<file path="config.mk">
export PLATFORM = sky130hd
export DESIGN_NAME = ppa_ctrl
export DESIGN_NICKNAME = d
export VERILOG_FILES = /design/src/ppa_pkg.sv /design/src/ppa_ctrl.sv
export SDC_FILE = /design/constraint.sdc
export NUM_CORES = 1
export LEC_CHECK = 0
export BUFFER_PORTS_ARGS = -buffer_cell sky130_fd_sc_hd__buf_2
export CORE_AREA = 3 3 40 42
export CTS_BUF_LIST = sky130_fd_sc_hd__clkbuf_16
export DETAILED_ROUTE_END_ITERATION = 7
export DIE_AREA = 0 0 43 45
export PLACE_DENSITY = 0.58
export SLEW_MARGIN = 40
export SYNTH_ARGS = -nofsm -noshare
export SYNTH_HDL_FRONTEND = slang
export SYNTH_SLANG_ARGS = --single-unit
</file>
<file path="constraint.sdc">
create_clock -name aclk -period 1.3 [get_ports aclk]
set_input_delay 0.13 -clock aclk [delete_from_list [all_inputs] [get_ports aclk]]
set_output_delay 0.13 -clock aclk [all_outputs]
set_load 0.005 [all_outputs]
</file>
<file path="src/ppa_pkg.sv">
// Package for the physical page allocator: payload structs, codes and
// controller/datapath command and status types. No dependencies.
package ppa_pkg;

    localparam int PAGE_COUNT_DEF = 4096;
    localparam int PAGE_SHIFT     = 12;

    localparam logic [6:0] USED_MARK = 7'd100;

    // Request opcodes
    localparam logic [1:0] OP_INIT   = 2'd0;
    localparam logic [1:0] OP_ALLOC  = 2'd1;
    localparam logic [1:0] OP_FREE   = 2'd2;
    localparam logic [1:0] OP_UNUSED = 2'd3;

    // Result status codes
    localparam logic [2:0] ST_OK     = 3'd0;
    localparam logic [2:0] ST_NONE   = 3'd1;
    localparam logic [2:0] ST_BELOW  = 3'd2;
    localparam logic [2:0] ST_BEYOND = 3'd3;
    localparam logic [2:0] ST_DOUBLE = 3'd4;

    // Configuration register indexes
    localparam logic [1:0] CFG_BASE  = 2'd0;
    localparam logic [1:0] CFG_START = 2'd1;
    localparam logic [1:0] CFG_END   = 2'd2;

    typedef struct packed {
        logic [1:0]  opcode;
        logic [31:0] free_address;
    } in_t;

    typedef struct packed {
        logic [31:0] page_address;
        logic [2:0]  status;
        logic [12:0] free_pages;
    } out_t;

    typedef struct packed {
        logic req_load;
        logic sweep_start;
        logic sweep_step;
        logic scan_start;
        logic scan_step;
        logic free_chk;
        logic free_upd;
        logic res_zero;
    } cmd_t;

    typedef struct packed {
        logic sweep_last;
        logic scan_done;
        logic free_bad;
    } sts_t;

endpackage

</file>
<file path="src/ppa_ctrl.sv">
// Controller of the physical page allocator: request sequencing and the
// result valid flag. Uses ppa_pkg command/status types.
module ppa_ctrl (
    input  logic          aclk,
    input  logic          aresetn,
    input  logic          s_valid,
    output logic          s_ready,
    input  logic [1:0]    opcode,
    output logic          m_valid,
    input  logic          m_ready,
    output ppa_pkg::cmd_t cmd,
    input  ppa_pkg::sts_t sts
);

    localparam logic [2:0] ST_CLR     = 3'd0;
    localparam logic [2:0] ST_IDLE    = 3'd1;
    localparam logic [2:0] ST_INIT    = 3'd2;
    localparam logic [2:0] ST_ALLOC   = 3'd3;
    localparam logic [2:0] ST_FREE_RD = 3'd4;
    localparam logic [2:0] ST_FREE_WR = 3'd5;

    logic [2:0] state_reg, state_next;
    logic       out_vld_reg, out_vld_next;

    assign s_ready = (state_reg == ST_IDLE) && (!out_vld_reg || m_ready);
    assign m_valid = out_vld_reg;

    always_comb begin
        cmd          = '0;
        state_next   = state_reg;
        out_vld_next = out_vld_reg && !m_ready;
        case (state_reg)
            ST_CLR: begin
                cmd.sweep_step = 1'b1;
                if (sts.sweep_last) begin
                    state_next = ST_IDLE;
                end
            end
            ST_IDLE: begin
                if (s_valid && s_ready) begin
                    cmd.req_load = 1'b1;
                    case (opcode)
                        ppa_pkg::OP_INIT: begin
                            cmd.sweep_start = 1'b1;
                            state_next      = ST_INIT;
                        end
                        ppa_pkg::OP_ALLOC: begin
                            cmd.scan_start = 1'b1;
                            state_next     = ST_ALLOC;
                        end
                        ppa_pkg::OP_FREE: begin
                            state_next = ST_FREE_RD;
                        end
                        default: begin
                            cmd.res_zero = 1'b1;
                            out_vld_next = 1'b1;
                        end
                    endcase
                end
            end
            ST_INIT: begin
                cmd.sweep_step = 1'b1;
                if (sts.sweep_last) begin
                    cmd.res_zero = 1'b1;
                    out_vld_next = 1'b1;
                    state_next   = ST_IDLE;
                end
            end
            ST_ALLOC: begin
                cmd.scan_step = 1'b1;
                if (sts.scan_done) begin
                    out_vld_next = 1'b1;
                    state_next   = ST_IDLE;
                end
            end
            ST_FREE_RD: begin
                cmd.free_chk = 1'b1;
                if (sts.free_bad) begin
                    out_vld_next = 1'b1;
                    state_next   = ST_IDLE;
                end else begin
                    state_next = ST_FREE_WR;
                end
            end
            ST_FREE_WR: begin
                cmd.free_upd = 1'b1;
                out_vld_next = 1'b1;
                state_next   = ST_IDLE;
            end
            default: begin
                state_next = ST_IDLE;
            end
        endcase
    end

    always_ff @(posedge aclk) begin
        if (!aresetn) begin
            state_reg   <= ST_CLR;
            out_vld_reg <= 1'b0;
        end else begin
            state_reg   <= state_next;
            out_vld_reg <= out_vld_next;
        end
    end

`ifndef NO_ASSERTIONS
    a_nop_resp: assert property (@(posedge aclk) disable iff (!aresetn)
        (s_valid && s_ready && opcode != ppa_pkg::OP_INIT && opcode != ppa_pkg::OP_ALLOC &&
         opcode != ppa_pkg::OP_FREE) |=> out_vld_reg)
        else $error("no result for unused opcode");
    a_free_wr: assert property (@(posedge aclk) disable iff (!aresetn)
        (state_reg == ST_FREE_WR) |=> (state_reg == ST_IDLE && out_vld_reg))
        else $error("free update did not finish");
    a_init_end: assert property (@(posedge aclk) disable iff (!aresetn)
        (state_reg == ST_INIT && sts.sweep_last) |=> out_vld_reg)
        else $error("init sweep ended without result");
`endif

endmodule

</file>
Yosys cells after proc, flatten, opt, wreduce, memory -nomap -nowiden
Cells that the tools add are included.

Flip-flop bits (word level): 4. Bits in latches: 0. RAM bits: 0. ROM bits: 0. Input port bits: 9. Output and inout port bits: 10. Word-level logic and storage cells: 50. Memories: 0.

$add $sub $neg: 0. Multipliers: 0. Div/mod/pow operators: 0. Magnitude comparators: 0. Eq/ne operators: 11. Shifts and indexed selects: 0. Multiplexer cells: 26. Bitwise operators: 0. Reductions and logical operators: 11.

Operators with widths (number): $mux W1 (16); $mux W3 (4); $pmux W3 S4 (1); $pmux W3 S3 (1); $eq A3 B2 Y1 const B (2); $eq A3 B3 Y1 const B (2); $pmux W1 S5 (1); $mux W2 (2); $ne A2 B1 Y1 const B (2); $ne A4 B1 Y1 const B (1); $reduce_and A4 Y1 (1); $eq A3 B1 Y1 const B (1); $logic_and A1 B1 Y1 (3); $logic_not A3 Y1 (1); $reduce_or A3 Y1 (1); $eq A2 B1 Y1 const B (1); $eq A2 B2 Y1 const B (1); $logic_not A1 Y1 (2); $logic_not A2 Y1 (1); $ne A2 B2 Y1 const B (1); $pmux W1 S2 (1); $reduce_or A2 Y1 (1); $logic_or A1 B1 Y1 (1).

Logic depth before layout (Yosys ltp)
Gate-level depths: netlist of the first run.

Depth in word-level cells: 6. Gate-level depth with buffers: 5. Depth with buffers taken out: 4.

Least setup slack after synthesis of the first run
Ideal clock, no wire load.

Kind: reg2out. Start: register state_reg[0]. End: output cmd[4] (netlist bit). Arrival: 1.061 ns. Data required time: 1.170 ns. Path slack: 0.109 ns. Stages on the path, launching flop included: 6. Buffers on the path: 1. Cells stage by stage: dfxtp_1 > buf_6 > nor3b_2 > nand3_1 > or2_4 > nor2_1.

RTL lines: from (decl) (line ppa_ctrl.sv:22) `logic [2:0] state_reg, state_next;`; from (signal assigned) (line ppa_ctrl.sv:101) `state_reg <= state_next;`; to (decl) (line ppa_ctrl.sv:11) `output ppa_pkg::cmd_t cmd,`.

==> results of run 1 <==
-- synth_stat cells --
library cell	number	area [µm²]
sky130_fd_sc_hd__a21boi_2	1	11.3
sky130_fd_sc_hd__a21oi_1	2	10.0
sky130_fd_sc_hd__a31o_2	1	8.76
sky130_fd_sc_hd__and2_1	1	6.26
sky130_fd_sc_hd__and3b_2	1	10.0
sky130_fd_sc_hd__and4_1	1	8.76
sky130_fd_sc_hd__buf_6	1	11.3
sky130_fd_sc_hd__dfxtp_1	4	80.1
sky130_fd_sc_hd__inv_1	3	11.3
sky130_fd_sc_hd__mux2i_1	1	10.0
sky130_fd_sc_hd__nand2_1	3	11.3
sky130_fd_sc_hd__nand2b_1	2	12.5
sky130_fd_sc_hd__nand3_1	2	10.0
sky130_fd_sc_hd__nand3b_1	1	7.51
sky130_fd_sc_hd__nor2_1	4	15.0
sky130_fd_sc_hd__nor2b_1	1	6.26
sky130_fd_sc_hd__nor3_1	1	5.00
sky130_fd_sc_hd__nor3_2	1	10.0
sky130_fd_sc_hd__nor3b_1	1	7.51
sky130_fd_sc_hd__nor3b_2	1	12.5
sky130_fd_sc_hd__o211ai_1	1	7.51
sky130_fd_sc_hd__o21a_1	1	7.51
sky130_fd_sc_hd__o221ai_1	1	8.76
sky130_fd_sc_hd__o22ai_1	1	6.26
sky130_fd_sc_hd__o31ai_1	1	7.51
sky130_fd_sc_hd__or2_4	1	8.76
sky130_fd_sc_hd__or2b_1	1	7.51
-- power breakdown --
| part | internal [µW] | switching, µW | leakage [µW] |
|---|---|---|---|
| Sequential | 130 | 4.34 | 0.0000343 |
| Combinational | 60.7 | 52.9 | 0.000223 |
| Clock | 392 | 78.9 | 0.0000370 |
-- per-stage QoR --
step | utilization | power, µW | setup slack, ps | hold WS, ps
2_1_floorplan | - | 190 | 109 | 248
3_3_place_gp | 0.342 | 230 | 63.9 | 379
3_5_place_dp | 0.342 | 230 | 23.5 | 402
4_1_cts | 0.445 | 723 | -120 | 173
5_1_grt | 0.461 | 747 | -177 | 184
6_report | 0.461 | 719 | -114 | 173
-- placed cells by master, fill, tap and decap left out, drive strengths merged --
cell / instances
o221ai: 1
buf: 27
nand3b: 1
and3b: 1
inv: 3
nor3b: 2
or2b: 1
nand2b: 2
and4: 1
a31o: 1
o22ai: 1
nand2: 3
o211ai: 1
dfxtp: 4
nor2: 4
nor3: 2
nand3: 2
clkbuf: 3
nor2b: 1
o31ai: 1
and2: 1
a21boi: 1
mux2i: 1
or2: 1
a21oi: 2
o21a: 1
-- cell type report --
type	count	area (µm²)
fill	137	693
multi-input combinational	32	243
timing repair buffer	27	158
sequential	4	86.3
clock buffer	3	75.1
tap	15	18.8
inverter	3	11.3
-- routing by layer --
layer	up-vias	part of all wire	global-route usage
li1	201	-	-
met2	21	0.43	0.159
met3	0	0.082	0.0359
met1	175	0.49	0.149
met5	-	0	0
met4	0	0	0.0361
-- worst paths after layout --
| check | slack [ps] | cells after the start | end |
|---|---|---|---|
| setup / recovery | -110 | 5 | cmd[6] |
| hold / removal | 170 | 2 | state_reg[2] |
| setup reg to reg | 100 | 5 | m_valid |
| hold reg to reg | 730 | 3 | state_reg[0] |
-- critical path: stages (launching register included) --
cell	delay [ps]
sky130_fd_sc_hd__dfxtp_4	340
sky130_fd_sc_hd__nor3b_4	190
sky130_fd_sc_hd__nand3_2	100
sky130_fd_sc_hd__or2_4	250
sky130_fd_sc_hd__nor2_1	80
sky130_fd_sc_hd__buf_2	110
-- logic make-up (layout without fill, tap and decap cells) --
kind of cell	after synthesis	in the layout	share of synthesized area
flops	4	4	0.251
simple gates	22	22	0.435
compound gates	9	9	0.212
buf+inv	4	33	0.0706
mux	1	1	0.0314
-- what timing repair did --
item / in CTS / in global routing
setup buffers: 6 / 1
pin swaps: 1 / 3
cloned: 0 / 0
hold endpoints to repair: 0 / 0
setup endpoints to repair: 3 / 6
resized for setup: 8 / 3
==> impl_summary.txt, run 1 <==
----------------------------------------------------
[Timing]
  Max transition margin ... 0.824
  Setup Skew ... about 1.3 ps
  Count of final hold-check violations ... 0
  Max-slew violation total from the final report ... 0
  Final critical-path setup slack ... -114 ps
  Worst slew pin tran ... ~260 ps
  Crit share post-route ... 1.09
  Minimum period implied by the final worst setup slack ... about 1400 ps
  Setup repair after global routing missed its margin ... yes
  Maximum clock frequency ... between 700 and 800 MHz
  Total Neg Setup Slack ... -393 ps
  Final setup vio count ... 4

[Clock tree]
  Source-to-sink clock delay at the later pin of the worst-skew pair ... around 220 ps
  Hold buffer count at cts ... 0
  CTS sink cnt ... 4
  CTS root buf ... sky130_fd_sc_hd__clkbuf_16
  Max clock buf depth ... 2
  Clk pin slew, worst setup/hold paths ... ~30 ps
  H-tree level count ... 1
  CTS tree ... yes
  Number of buffers created by CTS ... 3

[Worst setup path]
  CP Launch Type ... register
  Arrival time reported for the critical path endpoint ... ~1300 ps
  Setup crit start ... state_reg[2]
  Worst flop-to-flop path startpoint ... state_reg[2]
  Critical Path Fanout Max ... 3
  Crit end category ... output pin
  Worst endpoint required time ... about 1200 ps
  Type of the setup path with the least slack ... register to output pin

[Place]
  Count of buffers inserted at the top-level ports ... 18
  Number of placed instances with taps included ... 75
  Hpwl dp ... approximately 680 µm
  Placer Congestion ... between 0.7 and 0.8
  Placed instance area ... between 400 and 500 µm²

[Status]
  Status ... finished with violations
  Violations in the final reports ... negative setup slack

[Layout]
  Final non-filler cell total ... 84
  Area Overhead vs Synth ... 85.5%
  Share of layout cells above drive strength 1 ... 0.652
  Number of diodes added for antenna fixing ... 0
  Flip-flop count of the largest register after layout ... 3
  Number of nets in the final layout ... 80
  Cell area after layout ... 592 µm²

[Global route]
  Global-route wire length before repair ... roughly 1600 µm
  Antenna violations before repair ... 0
  Total congestion overflow after global routing ... 0
  Pin count of the biggest net entering global routing ... 10
  Overall track demand over capacity in global routing ... 0.108
  Via count of the first global-routing pass ... 360

[Route]
  DR vias ... between 300 and 400
  Post-detailed-routing wire length ... around 960 µm
  Detail Route Antenna Nets ... 0
  Iteration count of the initial detailed-routing pass ... 4
  Detail-routed net length per standard cell ... 11.4 µm
  Number of vias per cell after detailed routing ... ~4.7
  Iteration-0 DRC Markers ... 3
  DRC violations left ... 0

[Yosys]
  Average size of a mapped cell ... approximately 8.0 µm²
  Count of yosys warnings during synthesis ... 0
  Synthesized netlist cell count ... 40
  FF+latch count, synth ... 4
  Part of the Yosys area used for sequential elements ... 0.251
  Post-synth net total ... just under 50
  Post-Syn Area ... approximately 320 µm²
  Yosys cell types ... 27

[Floorplan]
  Floorplan die height ... about 45 µm
  Standard cell core area ... between 1000 and 1500 µm²
  Top-Level Pins ... 19
  Initial core utilization ... 0.248
  Row count ... 13
  Die width ... 43 µm
  Full die area ... about 1900 µm²

[Min path]
  Hold path startpoint ... aresetn
  Worst min-delay path class ... input pin to register

[Pwr]
  Worst ir drop on vdd ... roughly 1.1 mV
  Pleak ... between 0.0002 and 0.0003 µW
  Power density normalized to cell area ... approximately 1200 nW/µm²

[Run]
  Reported max-cap violation count ... 0

----------------------------------------------------
(Power assumes the default switching activity.)
==> run 2, diff against run 1 <==
CORE_AREA = 4 4 41 43   (was 3 3 40 42)
DIE_AREA = 0 0 45 47   (was 0 0 43 45)
TNS_END_PERCENT = 20   (was unset)
==> run 2 against run 1 <==
Worst setup slack got worse by 35 ps. Non-clock buffer count shrank 2. Sequential power barely moved. The run still ends with negative setup slack left. Critical path type unchanged.
==> impl_summary.txt, run 2 (synthesis results as in run 1) <==
----------------------------------------------------
[Status]
  Status ... finished with violations
  Violations in the final reports ... negative setup slack

[Clock tree]
  Clk pin slew, worst setup/hold paths ... 30 ps
  CTS sink cnt ... 4
  CTS root buf ... sky130_fd_sc_hd__clkbuf_16
  CTS tree ... yes
  H-tree level count ... 1
  Hold buffer count at cts ... 0
  Number of buffers created by CTS ... 3
  Source-to-sink clock delay at the later pin of the worst-skew pair ... 220 ps
  Max clock buf depth ... 2

[Timing]
  Minimum period implied by the final worst setup slack ... between 1000 and 1500 ps
  Worst slew pin tran ... between 200 and 300 ps
  Crit share post-route ... 1.11
  Max transition margin ... 0.809
  Final setup vio count ... 4
  Count of final hold-check violations ... 0
  Worst hold slack after final layout ... approximately 170 ps
  Setup repair after global routing missed its margin ... yes
  Setup Skew ... roughly 0.48 ps
  Max-slew violation total from the final report ... 0
  Maximum clock frequency ... roughly 690 MHz
  Final critical-path setup slack ... -149 ps

[Floorplan]
  Floorplan die height ... roughly 47 µm
  Die width ... 45 µm
  Row count ... 13
  Standard cell core area ... roughly 1300 µm²
  Full die area ... 2120 µm²
  Initial core utilization ... 0.245
  Top-Level Pins ... 19

[Worst setup path]
  Worst flop-to-flop path startpoint ... state_reg[1]
  CP Launch Type ... register
  Crit end category ... output pin
  Worst Reg-to-Reg Cells ... 6
  Critical Path Fanout Max ... 3
  Setup slack, reg-to-reg ... -80 ps
  Worst endpoint required time ... 1170 ps
  Arrival time reported for the critical path endpoint ... between 1000 and 1500 ps
  End of the worst register-to-register path ... state_reg[2]
  Type of the setup path with the least slack ... register to output pin

[Run]
  Reported max-cap violation count ... 0

[Route]
  Number of vias per cell after detailed routing ... roughly 4.7
  Iteration-0 DRC Markers ... 2
  DR vias ... just under 400
  Iteration count of the initial detailed-routing pass ... 2
  Detail Route Antenna Nets ... 0
  DRC violations left ... 0
  Detail-routed net length per standard cell ... approximately 14 µm
  Post-detailed-routing wire length ... 1120 µm

[Min path]
  Hold path startpoint ... aresetn
  Worst min-delay path class ... input pin to register
  Hold-critical path endpoint ... state_reg[2]
  Hold path depth ... 2

[Layout]
  Most common cell after layout, fill and taps aside ... sky130_fd_sc_hd__buf_2
  Flip-flop count of the largest register after layout ... 3
  Finished Core Util ... 0.444
  Total area of multi-input combinational cells ... between 200 and 250 µm²
  Share of layout cells above drive strength 1 ... 0.627
  Footprint of the flip-flops and latches ... between 80 and 90 µm²
  Number of nets in the final layout ... between 70 and 80
  Final non-filler cell total ... 82
  Commonest non-fill, non-tap cells in the layout ... 18 x sky130_fd_sc_hd__buf_2, 7 x sky130_fd_sc_hd__buf_4, 3 x sky130_fd_sc_hd__inv_1, 3 x sky130_fd_sc_hd__nand2_1, 3 x sky130_fd_sc_hd__clkbuf_16
  Number of diodes added for antenna fixing ... 0
  Fill cell total of the finished layout ... approximately 160
  Area Overhead vs Synth ... 81.2%

[Pwr]
  Pleak ... ~0.00029 µW
  Power density normalized to cell area ... roughly 1300 nW/µm²
  Worst ir drop on vdd ... 0.834 mV

[Global route]
  Overall track demand over capacity in global routing ... 0.127
  Antenna violations before repair ... 0
  Total congestion overflow after global routing ... 0
  Global-route wire length before repair ... 1840 µm
  Pin count of the biggest net entering global routing ... 10
  Via count of the first global-routing pass ... about 430

[Place]
  Hpwl dp ... approximately 700 µm
  Count of buffers inserted at the top-level ports ... 18
  Placer Congestion ... between 0.7 and 0.8
  Number of placed instances with taps included ... between 70 and 80

----------------------------------------------------
==> run 2: metrics by stage <==
step,instance area (µm²),setup slack [ps],TNS (ps),total power (µW)
after floorplan,319,109,0,190
after global placement,432,27.1,0,231
after detailed placement,432,29.8,0,230
after CTS,544,-165,-394,719
after global routing,578,-243,-905,758
final,578,-149,-442,726
==> run 2: critical path: stages, from the launching register on <==
cell	delay (ps)
sky130_fd_sc_hd__dfxtp_4	340
sky130_fd_sc_hd__nor3b_4	210
sky130_fd_sc_hd__nand3_2	110
sky130_fd_sc_hd__or2_4	250
sky130_fd_sc_hd__nor2_2	70
sky130_fd_sc_hd__buf_2	110
==> run 2: worst max path at each step <==
stage | slack (ps) | to | from
6_report | -150 | cmd[4] | state_reg[1]
5_1_grt | -240 | cmd[6] | state_reg[1]
4_1_cts | -170 | cmd[4] | state_reg[2]
3_3_place_gp | 30 | cmd[4] | state_reg[2]
2_1_floorplan | 110 | cmd[4] | state_reg[0]
3_5_place_dp | 30 | cmd[4] | state_reg[2]
==> run 2: metal layers <==
layer | global-route usage | vias up | part of all wire | routed length [µm]
met5 | 0 | - | 0 | 0
met4 | 0.123 | 0 | 0.039 | 44
met3 | 0.0345 | 5 | 0.086 | 96
met2 | 0.206 | 17 | 0.51 | 567
met1 | 0.132 | 168 | 0.37 | 408
li1 | - | 198 | - | -
==> run 2: cell type report <==
cell class              count  share of cell area
clock buffers               3               0.130
well taps                  15              0.0325
flip-flops and latches      4               0.154
repair buffers             25               0.247
multi-input cells          32               0.418
inverters                   3              0.0195
==> run 2: timing repair <==
action                     in CTS  in global routing
setup buffers                   4                  1
resized for setup               4                  7
pin swaps                       3                  4
cloned                          0                  0
setup endpoints to repair       3                  7
==> run 2: power breakdown <==
group | switching (µW) | internal (µW) | leakage [µW]
Combinational | 54.3 | 60.1 | 0.000214
Sequential | 4.81 | 129 | 0.0000346
Clock | 85.5 | 393 | 0.0000370
